**src/sv/ppi_pkg.sv**
```systemverilog
// ============================================================================
// ppi_pkg
// Shared types and constants for the planar pose integrator.
// ============================================================================
package ppi_pkg;

    localparam int CFG_IDX_W = 2;
    localparam int CFG_DATA_W = 40;

    localparam logic [CFG_IDX_W-1:0] REG_INITIAL_X  = 2'd0;
    localparam logic [CFG_IDX_W-1:0] REG_INITIAL_Y  = 2'd1;
    localparam logic [CFG_IDX_W-1:0] REG_START_TIME = 2'd2;

    localparam logic signed [39:0] POS_MAX = 40'sh7F_FFFF_FFFF;
    localparam logic signed [39:0] POS_MIN = 40'sh80_0000_0000;

    localparam logic signed [15:0] HEADING_INIT = -16'sd8192;

    // CORDIC datapath, Q4.30 (34-bit signed)
    localparam logic signed [33:0] CORDIC_GAIN = 34'sd652032874;
    localparam logic signed [33:0] PI_Q30      = 34'sd3373259426;

    // constant divider: dividend < 2^58, quotient < 2^37, 13-bit quotient digits
    localparam int DIV_NW     = 58;
    localparam int DIV_QW     = 37;
    localparam int DIV_DW     = 23;
    localparam int DIV_KW     = 13;
    localparam int DIV_DIGITS = 3;
    localparam int DIV_SW     = DIV_KW * DIV_DIGITS;
    localparam int DIV_VW     = DIV_DW + DIV_KW;
    localparam int DIV_RW     = 15;

    localparam logic [DIV_DW-1:0] VEL_DIV  = 23'd3906250;
    localparam logic [DIV_DW-1:0] VEL_HALF = 23'd1953125;
    localparam logic [DIV_DW-1:0] ANG_DIV  = 23'd6283185;
    localparam logic [DIV_DW-1:0] ANG_HALF = 23'd3141592;

    // ceil(2^36 / divisor)
    localparam logic [DIV_RW-1:0] VEL_RECIP = 15'd17593;
    localparam logic [DIV_RW-1:0] ANG_RECIP = 15'd10938;

    typedef struct packed {
        logic              first;
        logic [31:0]       dt;
        logic signed [23:0] forward_rate;
        logic signed [23:0] lateral_rate;
        logic signed [23:0] turn_rate;
    } ppi_item_t;

    function automatic logic signed [33:0] atan_q30(input logic [4:0] idx);
        logic signed [33:0] r;
        case (idx)
            5'd0:    r = 34'sd843314856;
            5'd1:    r = 34'sd497837829;
            5'd2:    r = 34'sd263043836;
            5'd3:    r = 34'sd133525158;
            5'd4:    r = 34'sd67021686;
            5'd5:    r = 34'sd33543515;
            5'd6:    r = 34'sd16775850;
            5'd7:    r = 34'sd8388437;
            5'd8:    r = 34'sd4194282;
            5'd9:    r = 34'sd2097149;
            5'd10:   r = 34'sd1048575;
            5'd11:   r = 34'sd524287;
            5'd12:   r = 34'sd262143;
            5'd13:   r = 34'sd131071;
            5'd14:   r = 34'sd65535;
            5'd15:   r = 34'sd32767;
            5'd16:   r = 34'sd16383;
            5'd17:   r = 34'sd8191;
            5'd18:   r = 34'sd4095;
            5'd19:   r = 34'sd2047;
            5'd20:   r = 34'sd1023;
            5'd21:   r = 34'sd511;
            5'd22:   r = 34'sd255;
            5'd23:   r = 34'sd127;
            default: r = 34'sd0;
        endcase
        return r;
    endfunction

endpackage

```
**src/sv/ppi_front.sv**
```systemverilog
// ============================================================================
// ppi_front
// Accepts items, derives elapsed time and first-item flag, two-entry queue.
// ============================================================================
module ppi_front (
    input  logic               clk,
    input  logic               rst_n,
    input  logic               push,
    output logic               full,
    input  logic [31:0]        timestamp_us,
    input  logic signed [23:0] forward_rate,
    input  logic signed [23:0] lateral_rate,
    input  logic signed [23:0] turn_rate,
    input  logic [31:0]        start_time,
    output logic               q_valid,
    input  logic               q_pop,
    output ppi_pkg::ppi_item_t q_item
);
    import ppi_pkg::*;

    logic        started_reg;
    logic [31:0] prev_reg;
    logic [1:0]  count_reg;
    logic        wr_ptr_reg;
    logic        rd_ptr_reg;
    ppi_item_t   mem [2];
    ppi_item_t   new_item;
    logic        accept;
    logic        take;

    assign accept = push && !full;
    assign take   = q_pop && q_valid;
    assign full   = count_reg == 2'd2;
    assign q_valid = count_reg != 2'd0;

    always_comb
    begin
        new_item.first        = !started_reg;
        new_item.dt           = timestamp_us - (started_reg ? prev_reg : start_time);
        new_item.forward_rate = forward_rate;
        new_item.lateral_rate = lateral_rate;
        new_item.turn_rate    = turn_rate;
    end

    always_ff @(posedge clk or negedge rst_n)
    begin
        if (!rst_n)
        begin
            started_reg <= 1'b0;
            count_reg   <= '0;
            wr_ptr_reg  <= 1'b0;
            rd_ptr_reg  <= 1'b0;
        end
        else
        begin
            if (accept)
            begin
                started_reg <= 1'b1;
                wr_ptr_reg  <= !wr_ptr_reg;
            end
            if (take)
                rd_ptr_reg <= !rd_ptr_reg;
            count_reg <= count_reg + {1'b0, accept} - {1'b0, take};
        end
    end

    always_ff @(posedge clk)
    begin
        if (accept)
        begin
            prev_reg        <= timestamp_us;
            mem[wr_ptr_reg] <= new_item;
        end
    end

    assign q_item = mem[rd_ptr_reg];

endmodule

```
**config.mk**
```make
export PLATFORM = sky130hd
export DESIGN_NAME = ppi_front
export DESIGN_NICKNAME = d
export VERILOG_FILES = /design/src/sv/ppi_pkg.sv /design/src/sv/ppi_front.sv
export SDC_FILE = /design/constraint.sdc
export NUM_CORES = 1
export LEC_CHECK = 0
export ABC_AREA = 1
export BUFFER_PORTS_ARGS = -buffer_cell sky130_fd_sc_hd__buf_2
export CORE_ASPECT_RATIO = 0.5
export CORE_MARGIN = 4
export CORE_UTILIZATION = 50
export CTS_CLUSTER_DIAMETER = 60
export CTS_CLUSTER_SIZE = 40
export DETAILED_ROUTE_END_ITERATION = 7
export PLACE_DENSITY_LB_ADDON = 0.08
export SLEW_MARGIN = 20
export SYNTH_ARGS = -nofsm -noshare
export SYNTH_HDL_FRONTEND = slang
export SYNTH_SLANG_ARGS = --single-unit
```
**constraint.sdc**
```tcl
create_clock -name clk -period 6.15 [get_ports clk]
set_input_delay 0.3075 -clock clk [delete_from_list [all_inputs] [get_ports clk]]
set_output_delay 0.3075 -clock clk [all_outputs]
set_load 0.01 [all_outputs]
```
# [Yosys cells after proc, flatten, opt, wreduce, memory -nomap -nowiden]
# Memories as Yosys holds them, arrays and structs flattened.
# Index checks and enable logic that the tools add are counted.
[totals] ff_bits=37 mem_bits_rw=210 output_inout_bits=107 memories=1
[op_classes] addsub=3 eq_ne=1 n_mux=3 n_reduce_logical=7
[mem_list] memory="mem" words=2 word_bits=105 read_ports=1 rd_ports_with_merged_regs=0 wr=1 line="ppi_front.sv:26" text="ppi_item_t mem [2];"
[ops] operator="$mux 32" n=1
[ops] operator="$sub 32x32->32" n=1
[ops] operator="$logic_not 1->1" n=4
[ops] operator="$add 2x1->2" n=1
[ops] operator="$eq 2x2->1 const B" n=1
[ops] operator="$logic_and 1x1->1" n=2
[ops] operator="$mux 1" n=2
[ops] operator="$reduce_bool 2->1" n=1
[ops] operator="$sub 2x1->2" n=1

# [Depth between registers and ports, before layout]
# Gate-level depths: netlist of the first run.
[logic_depth] word_depth=5 ltp_mapped=16

# [Worst setup path before layout of the first run]
# No wires, ideal clock.
[synth_path] kind="register -> register" from="register count_reg[1]" to="memory mem[1][0] in the netlist's numbering (enable)" setup_time_ps=572 arrival_time_ps=4982 required_ps=5578 setup_slack_ps=597 stages_incl_launch_ff=4 path_cell_list="dfrtp_1 -> inv_1 -> o21ai_1 -> nor2_1"
[synth_between] elab_chain_cells=5
[synth_rtl] element="start: declaration" line="ppi_front.sv:23" text="logic [1:0] count_reg;"
[synth_rtl] element="start signal: assignment" line="ppi_front.sv:63" text="count_reg <= count_reg + {1'b0, accept} - {1'b0, take};"
[synth_rtl] element="$eq 2x2->1" line="ppi_front.sv:33" text="assign full = count_reg == 2'd2;"
[synth_rtl] element="$logic_not 1->1" line="ppi_front.sv:31" text="assign accept = push && !full;"
[synth_rtl] element="$logic_and 1x1->1" line="ppi_front.sv:31"
[synth_rtl] element="$mux 1" line="ppi_front.sv:69" text="if (accept)"
[synth_rtl] element="$mux 1 (not written as such)" line="ppi_front.sv:72" text="mem[wr_ptr_reg] <= new_item;"
[synth_rtl] element="end: declaration" line="ppi_front.sv:26"
# Every way passes these cells.

==> results.toml, run 1 <==
[cells_and_area]
largest_reg_flops = 210
drive_above_1_share_pct = 20.55
syn_to_final_growth_pct = 24.73
layout.nets = 1653
final_cells = 1793

[setup_path]
critical_path.max_fanout = 33
cp_num_buf_inv = 4
worstRegToRegCells = 14
slowest_stage = "fa_1"
critPathTopFamily = "simple AND/OR/NAND/NOR gates"
start_kind = "flip-flop"
critPathKind = "flip-flop to flip-flop"
cp_cell_sequence = "buf_4, inv_1, or2_2, o21ai_0, inv_1, fa_1, inv_1, nand3_1, nand3_1, nand2_1, nand2_1, nand2_1, nand4_1, nand2_1"
cpMostUsedCell = "nand2_1"
critPathArrivalTime_ps = 3350
required_ps = 6370
setup.worst_path.end_class = "flip-flop"
path_depth = 14
slowest_delay_ps = 460

[timing]
finalSetupTns_ps = 0
setup_viol = 0
max_freq_ghz = 0.3196
rsz0062_at_grt = "no"
hold_viol_final = 0
finalCritPeriodShare_pct = 50.88
finalCriticalPeriod_ps = 3129
tightest_slew_ps = 1077
drv_slew = 0
skew_ps = 54.68
relSlewSlack_pct = 28.17

[pwr]
peakVddDrop_v = 0.0002378
power.share.sequential_pct = 42.8
switching_power_w = 0.002178
power_frac_comb_pct = 38.0
powerDensity_mw_per_mm2 = 399.6
p_int_w = 0.003600
switching_share_pct = 37.69
power.leakage_nw = 7.049
p_clk_share_pct = 19.2

[die]
core_area_sq_mm = 0.02279
die_area_sq_mm = 0.02583
die_w_microns = 223.3
initial_core_util_pct = 50.87
rows = 39
die_y_microns = 115.7
ios = 247

[routing]
wl_per_cell_microns = 15.65
wl_microns = 28050
drc = 0
final_antenna_net_count = 0
drt_iter0_markers = 579
via_per_inst = 4.859
dr.pass1.iters = 6
vias = 8713

[job]
cap_viol_max_count = 0

[global_routing]
grt.overflow.total = 0
antenna_found_initial = 0
track_usage_pct = 21.03
grt_pass1_vias = 8254
grt_pass1_wl_microns = 43320
grt_max_degree = 96

[clocking]
path_clk_slew_ps = 80
cts.path.max_buffers = 3
cts_repair_resize_count = 0
numCtsBuffers = 14
cts_root_buffer = "clkbuf_16"
cts_tree = "built"
insertion_delay_ps = 510
h-tree-depth = 1
cts_sinks = 247
cts_setup_buffers = 0

[synthesis]
syn_area_sq_mm = 0.01159
yosysSeqAreaShare_pct = 63.77
synth_cells = 1156
synth-seq-cells = 247
syn_area_per_cell_sq_um = 10.03
syn_nets = 1333
yosysWarnings = 0
yosysUniqueCellTypes = 30

[placement]
numPortBuffers = 246
placedCellCount = 1690
dpl.hpwl_microns = 19600
globalplace.congestion = 0.8557

[hold_path]
hold_depth = 1
hp-class = "input pin to flip-flop"

[run_status]
status = "finished clean"
==> metal layers <==
metal  vias to the layer above  GRT usage [%]  share of wire [%]
met5                         -              0                  0
met4                         0          3.652                1.4
met3                        32          3.138                5.6
met2                       252          35.94                 48
met1                      4071          29.59                 45
li1                       4358              -                  -
==> logic make-up (layout without fill, tap and decap cells) <==
kind of cell / Yosys count / after routing / synth area share [%]
xor gates and xnor gates: 18 / 18 / 1.360
buffers and inverters: 154 / 482 / 5.116
muxes: 29 / 29 / 2.504
other: 0 / 2 / 0
AOI/OAI and AO/OA: 27 / 27 / 1.284
DFF: 247 / 247 / 63.77
and+or+nand+nor: 644 / 644 / 21.91
adders and majority gates: 37 / 37 / 4.058
==> layout by cell type (no fill, tap or decap), types with 3 or more instances in the layout <==
master	synthesis	final
nand2_1	549	549
buf_2	12	246
edfxtp_1	242	242
inv_1	125	125
dlygate4sd3_1	0	77
nor2_1	44	42
ha_1	36	36
mux2i_1	29	29
nand3_1	23	23
a21oi_1	21	21
xor2_1	15	15
clkbuf_16	0	15
nand2_2	11	11
buf_4	0	8
nand4_1	5	5
nand3_2	4	4
xnor2_1	3	3
dfrtp_1	5	3
==> cells in the mapped netlist (all sizes together) <==
library cell    n  area share, %
nand3          27            1.3
buf            13           0.55
xor2           15            1.1
ha             36            3.9
xnor2           3           0.23
nor3            2           0.18
a21oi          21           0.91
dfrtp           5            1.1
edfxtp        242             63
o21bai          3           0.23
mux2i          29            2.5
clkbuf         14           0.45
a21o            1          0.065
nor2           46            1.5
nand4           5           0.27
fa              1           0.17
o21ai           2          0.086
nand2         560             18
and2            1          0.054
or2             3           0.16
inv           127            4.1
==> power by group through the flow <==
stage / sequential (W) / clock [W] / combinational [W]
CTS: 0.00247 / 0.00114 / 0.00223
floorplan: 0.00253 / 0 / 0.00132
detailed placement: 0.00251 / 0 / 0.00218
finish: 0.00247 / 0.00111 / 0.00220
global placement: 0.00250 / 0 / 0.00216
global route: 0.00251 / 0.00121 / 0.00245
==> area by class of cell <==
type | count | area [sq um]
Antenna cell | 2 | 5.005
Sequential cell | 247 | 7397
Timing Repair Buffer | 331 | 2062
Fill cell | 1864 | 8329
Inverter | 127 | 478.0
Clock inverter | 9 | 135.1
Multi-Input combinational cell | 755 | 3622
Tap cell | 307 | 384.1
Clock buffer | 15 | 375.4
==> worst paths after layout <==
path                                 start      endpoint  slack [ps]
min reg2reg                   count_reg[0]  count_reg[0]         580
min                        timestamp_us[6]   prev_reg[6]          30
max reg2reg                    started_reg    mem[0][96]        3020
max in group asynchronous            rst_n   started_reg        5760
min in group asynchronous            rst_n    rd_ptr_reg         190
max                            started_reg    mem[0][96]        3020
==> metrics by stage <==
stage | setup slack (ps) | utilization (%) | hold slack [ps] | instance area [sq um] | power (W)
after CTS | 3014 | 63.38 | 0.8754 | 14440 | 0.005842
after detailed placement | 3033 | 57.80 | 136.4 | 13170 | 0.004697
final | 3021 | 63.45 | 33.16 | 14460 | 0.005777
after global routing | 2725 | 63.43 | 12.71 | 14450 | 0.006164
after floorplan | 596.7 | - | 11.91 | 11590 | 0.003851
after global placement | 3164 | 57.80 | 131.5 | 13170 | 0.004659
==> repair_timing <==
action	in CTS	in global routing
endpoints found under the setup margin	0	0
hold buffers	76	1
endpoints found under the hold margin	149	1
(Power assumes the default switching activity.)
==> run 2, diff against run 1 <==
--- a/config.mk
+++ b/config.mk
@@ -5,7 +5,7 @@
 export SDC_FILE = /design/constraint.sdc
 export NUM_CORES = 1
 export LEC_CHECK = 0
-export ABC_AREA = 1
+export ABC_AREA = 0
 export BUFFER_PORTS_ARGS = -buffer_cell sky130_fd_sc_hd__buf_2
 export CORE_ASPECT_RATIO = 0.5
 export CORE_MARGIN = 4
==> constraint.sdc (replaced) <==
create_clock -name clk -period 3.2 [get_ports clk]
set_input_delay 0.16 -clock clk [delete_from_list [all_inputs] [get_ports clk]]
set_output_delay 0.16 -clock clk [all_outputs]
set_load 0.01 [all_outputs]
==> run 2 against run 1 <==
  * First-iteration DRC count shrank 37%
  * Sequential share of layout area increased by 1.6 points
  * Synthesized cell count down 43%
  * Critical path depth is 3 lower
  * Critical endpoint is now mem[1][102]
  * Wire length fell by 12%
  * Non-clock buffer count up 36
==> results.toml, run 2 <==
[global_routing]
antenna_found_initial = 0
grt_max_degree = 67
track_usage_pct = 19.64
grt.overflow.total = 0
grt_pass1_vias = 7203
grt_pass1_wl_microns = 38380

[cells_and_area]
fillerInstances = 1490
drive_above_1_share_pct = 39.32
final_cells = 1322
final_cell_mix = "buf_2 (246), edfxtp_1 (242), mux2_2 (106), dlygate4sd3_1 (106), ha_1 (36)"
final_util_pct = 66.92
final_common_cell = "buf_2"
layout.nets = 1201
largest_reg_flops = 210
antenna_cells = 0
final_area_sq_mm = 0.01403
syn_to_final_growth_pct = 29.02

[hold_path]
hp-class = "input pin to async pin"

[synthesis]
yosysUniqueCellTypes = 53
synth-seq-cells = 247
syn_area_per_cell_sq_um = 16.41
synth_cells = 663
syn_area_sq_mm = 0.01088
yosysWarnings = 0
synth-edff-count = 242
yosysSeqAreaShare_pct = 67.96
syn_nets = 840
yosys-top-cells-count = "edfxtp_1 (242), mux2_2 (106), ha_1 (36), mux2i_1 (34), nand2_1 (26)"
async_flop_share_pct = 2.024
yosys.area.top_type = "edfxtp_1"
ys.flop_type = "edfxtp_1"
synth.most_common_cell = "edfxtp_1"
synthTopCellsByArea = "edfxtp_1 (67%), mux2_2 (11%), ha_1 (4.1%), mux2i_1 (3.1%), xnor2_1 (1.9%)"
synth_top_area_share_pct = 66.81

[clocking]
cts_sinks = 247
cts.path.max_buffers = 3
path_clk_slew_ps = 130
numCtsBuffers = 12
cts_tree = "built"
insertion_delay_ps = 490
h-tree-depth = 1
cts_root_buffer = "clkbuf_16"

[setup_path]
required_ps = 3460
cp_cell_sequence = "buf_4, clkbuf_16, mux2i_1, ha_1, a2111oi_4, o21ai_1, o21a_2, or3b_1, a21o_1, a21bo_1, xor2_1"
slowest_delay_ps = 460
start_kind = "flip-flop"
slowest_stage = "dfrtp_2"
critPathArrivalTime_ps = 3320
critPathKind = "flip-flop to flip-flop"
critPathTopFamily = "compound AO/OA/AOI/OAI gates"
cp_num_buf_inv = 2
setup.worst_path.end_class = "flip-flop"
critical_path.max_fanout = 10

[timing]
skew_ps = 36.62
relSlewSlack_pct = 60.89
finalCriticalPeriod_ps = 3055
tightest_slew_ps = 586.6
hold_viol_final = 0
rsz0062_at_grt = "no"
drv_slew = 0
finalCritPeriodShare_pct = 95.45
setup_viol = 0
finalSetupTns_ps = 0
max_freq_ghz = 0.3274

[pwr]
total_power_w = 0.01045
p_clk_share_pct = 16.8
power.share.sequential_pct = 46.1
peakVddDrop_v = 0.0003971
power.leakage_nw = 5.644
power_frac_comb_pct = 37.1
p_int_w = 0.007084
switching_power_w = 0.003368
powerDensity_mw_per_mm2 = 744.7
switching_share_pct = 32.22

[job]
cap_viol_max_count = 0

[die]
rows = 37
die_area_sq_mm = 0.02432
ios = 247
core_area_sq_mm = 0.02097
die_y_microns = 112.3
initial_core_util_pct = 51.86
die_w_microns = 216.6

[placement]
dpl.hpwl_microns = 16760
numPortBuffers = 246
placedCellCount = 1193
globalplace.congestion = 0.8410
place_area_sq_mm = 0.01255

[routing]
via_per_inst = 5.151
drc = 0
final_antenna_net_count = 0
wl_per_cell_microns = 18.64
vias = 6810
dr.pass1.iters = 4
drt_iter0_markers = 365
wl_microns = 24640

[run_status]
status = "finished clean"
## run 2: logic make-up after synthesis
logic type | synth area share, %
XOR/XNOR | 2.577
flip-flops | 67.96
buffers and inverters | 1.334
AO/OA/AOI/OAI | 6.385
multiplexers | 14.10
AND/OR/NAND/NOR | 3.313
adder cells (fa/ha/maj) | 4.325
## run 2: worst reg2reg max path, stage by stage, from the launching register on
cell and delay [ps]:
dfrtp_2 460, buf_4 160, clkbuf_16 170, mux2i_1 130
ha_1 380, a2111oi_4 320, o21ai_1 100, o21a_2 160
or3b_1 400, a21o_1 210, a21bo_1 200, xor2_1 150
## run 2: final cells by class
type	count	area [sq um]	area share, %
clock inverters	4	35.03	0.2496
clock buffers	16	336.6	2.398
inverters	16	60.06	0.4280
repair buffers	367	2472	17.62
multi-input cells	380	3367	23.99
well taps	292	365.4	2.603
flip-flops and latches	247	7397	52.71
## run 2: through the flow
| step | worst slack, ps | hold WS, ps |
|---|---|---|
| 6_report | 145.5 | 6.083 |
| 5_1_grt | 25.81 | 1.546 |
| 4_1_cts | 70.98 | 16.09 |
| 3_5_place_dp | 106.2 | -9.453 |
| 3_3_place_gp | 208.9 | -14.18 |
| 2_1_floorplan | 153.3 | -135.6 |
## run 2: power groups by stage
stage	registers, W	logic (W)	clock network (W)
5_1_grt	0.00490	0.00419	0.00192
6_report	0.00482	0.00388	0.00176
3_3_place_gp	0.00486	0.00376	0
3_5_place_dp	0.00490	0.00379	0
4_1_cts	0.00482	0.00391	0.00182
2_1_floorplan	0.00478	0.00247	0
## run 2: timing repair
action,CTS,global route
gates resized for setup,0,4
buffers inserted,0,2
endpoints found under the setup margin,0,8
hold endpoints to repair,182,0
hold buffers,106,0
## run 2: metal layers
metal,vias to the layer above,part of all wire (%),track usage [%]
met2,133,50,35.00
met5,-,0,0
met4,0,2.1,4.133
li1,3272,-,-
met3,32,3.9,3.084
met1,3373,44,25.80
## run 2: worst paths after layout
kind | from | endpoint | slack, ps | depth (start not counted)
min in group clk | push | started_reg | 90 | 3
hold reg to reg | count_reg[1] | count_reg[1] | 520 | 1
setup reg to reg | started_reg | mem[1][102] | 150 | 11
max in group asynchronous | rst_n | started_reg | 3010 | 2
setup / recovery | started_reg | mem[1][102] | 150 | 11
hold / removal | rst_n | count_reg[0] | 6 | 2
==> run 3, diff against run 2 <==
--- a/config.mk
+++ b/config.mk
@@ -9,11 +9,12 @@
 export BUFFER_PORTS_ARGS = -buffer_cell sky130_fd_sc_hd__buf_2
 export CORE_ASPECT_RATIO = 0.5
 export CORE_MARGIN = 4
-export CORE_UTILIZATION = 50
+export CORE_UTILIZATION = 54
 export CTS_CLUSTER_DIAMETER = 60
 export CTS_CLUSTER_SIZE = 40
 export DETAILED_ROUTE_END_ITERATION = 7
 export PLACE_DENSITY_LB_ADDON = 0.08
+export SETUP_SLACK_MARGIN = 0.3
 export SLEW_MARGIN = 20
 export SYNTH_ARGS = -nofsm -noshare
 export SYNTH_HDL_FRONTEND = slang
==> run 3 against run 2 <==
  * Cell count did not move
  * Fmax rose by 1.4%
  * Wire length rose by 3.3%
  * Largest power group unchanged
==> results.toml, run 3 (synthesis results as in run 2) <==
[cells_and_area]
layout.nets = 1226
final_cell_mix = "buf_2 (246), edfxtp_1 (242), mux2_2 (106), dlygate4sd3_1 (106), buf_4 (33)"
largest_reg_flops = 210
final_area_sq_mm = 0.01460
drive_above_1_share_pct = 45.12
final_common_cell = "buf_2"
multiInputGateArea_sq_mm = 0.003705
fillerInstances = 1276
syn_to_final_growth_pct = 34.21
seqCellArea_sq_mm = 0.007397

[setup_path]
cpMostUsedCell = "a211oi_2"
critPathArrivalTime_ps = 3240
r2r_start = "started_reg"
setup.worst_path.end_class = "flip-flop"
required_ps = 3430
start_kind = "flip-flop"
r2r_slack_ps = 190
slowest_stage = "dfrtp_2"
worstSetupEndpoint = "mem[0][96]"
cp_cell_sequence = "mux2_2, ha_4, fa_2, nor2b_4, o211ai_1, a211oi_2, buf_4, o2111ai_4, a211oi_2, nor2_1, xnor2_1"
critPathKind = "flip-flop to flip-flop"
slowest_delay_ps = 460
r2r_end = "mem[0][96]"
critical_path.max_fanout = 4
critPathLaunch = "started_reg"
worstRegToRegCells = 11

[routing]
via_per_inst = 5.321
drc = 0
wl_microns = 25450
final_antenna_net_count = 0
wl_per_cell_microns = 19.25
drt_iter0_markers = 398
vias = 7035
dr.pass1.iters = 4

[global_routing]
track_usage_pct = 21.37
antenna_found_initial = 0
grt.overflow.total = 0
grt_pass1_wl_microns = 38430
grt_pass1_vias = 7247
grt_max_degree = 55

[pwr]
power.leakage_nw = 5.814
total_power_w = 0.01079
powerDensity_mw_per_mm2 = 739.4
peakVddDrop_v = 0.0005477

[timing]
skew_ps = 18.48
drv_slew = 0
rsz0062_at_grt = "yes"
setup_viol = 0
hold_viol_final = 0
finalSetupTns_ps = 0
setup_ws_ps = 189.1
tightest_slew_ps = 798.5
max_freq_ghz = 0.3321
finalCriticalPeriod_ps = 3011
holdWs_ps = 45.26
finalCritPeriodShare_pct = 94.09
relSlewSlack_pct = 46.77

[clocking]
insertion_delay_ps = 490
cts_sinks = 247
h-tree-depth = 1
cts_tree = "built"
cts.path.max_buffers = 3
numCtsBuffers = 12
path_clk_slew_ps = 120
cts_root_buffer = "clkbuf_16"

[placement]
numPortBuffers = 246
globalplace.congestion = 0.8120
dp_slack_ps = 140.1
dpl.hpwl_microns = 16610
place_area_sq_mm = 0.01252

[die]
core_area_sq_mm = 0.01964
die_area_sq_mm = 0.02261
ios = 247
die_w_microns = 208.7
initial_core_util_pct = 55.38
die_y_microns = 108.4
rows = 36

[job]
cap_viol_max_count = 0

[run_status]
status = "finished clean"

[hold_path]
hp-class = "input pin to async pin"
-- run 3: cell count changes in the layout (fill, tap and decap cells not counted), sizes merged --
cell,change
clkbuf,-4
diode,+1
bufinv,+1
buf,+26
clkinvlp,+2
clkinv,-2
inv,+2
-- run 3: layout make-up --
class | count | area share (%)
antenna | 1 | 0.01714
clock buffer | 13 | 2.229
clock inverter | 7 | 0.6000
inverter | 16 | 0.4114
multi-input combinational | 380 | 25.38
sequential | 247 | 50.67
tap | 266 | 2.280
timing repair buffer | 392 | 18.41
-- run 3: how the worst min path moves through the flow --
| stage | startpoint | end | slack (ps) | depth (start not counted) |
|---|---|---|---|---|
| 2_1_floorplan | rst_n | count_reg[0] | -140 | 0 |
| 3_3_place_gp | rst_n | rd_ptr_reg | -20 | 1 |
| 3_5_place_dp | rst_n | count_reg[0] | -7 | 1 |
| 4_1_cts | rst_n | count_reg[0] | 30 | 2 |
| 5_1_grt | rst_n | count_reg[0] | 40 | 2 |
| 6_report | rst_n | count_reg[0] | 50 | 2 |
-- run 3: critical path: cells and delay by family (launching register included) --
family | cells | cell delay [ps]
simple gates | 2 | 220
compound gates | 4 | 830
fa+ha+maj | 2 | 560
flops | 1 | 460
xor+xnor | 1 | 150
mux | 1 | 380
buf+inv | 1 | 170
-- run 3: routing by layer --
layer / wire (microns) / GRT usage, % / vias to the layer above
met5: 0 / 0 / -
met3: 1252 / 3.391 / 32
li1: - / - / 3325
met1: 10970 / 27.93 / 3500
met2: 12800 / 38.63 / 178
met4: 429 / 4.421 / 0
-- run 3: what timing repair did --
action	CTS	global route
gates resized for setup	27	42
pin swaps	17	16
hold buffers	106	0
gates cloned	1	0
setup endpoints to repair	16	44
hold endpoints to repair	182	0
buffers inserted	17	7
-- run 3: through the flow --
step	util (%)	cells
floorplan	-	663
global placement	63.77	1170
detailed placement	63.77	1170
CTS	72.69	1314
global route	74.32	1321
finish	74.33	1322
-- run 3: report_power, final --
part	switching, W	internal, W	leakage, nW
clock	0.00103	0.000856	0.195
sequential	0.000285	0.00457	2.31
combinational	0.00218	0.00188	3.31
total	0.00349	0.00731	5.81
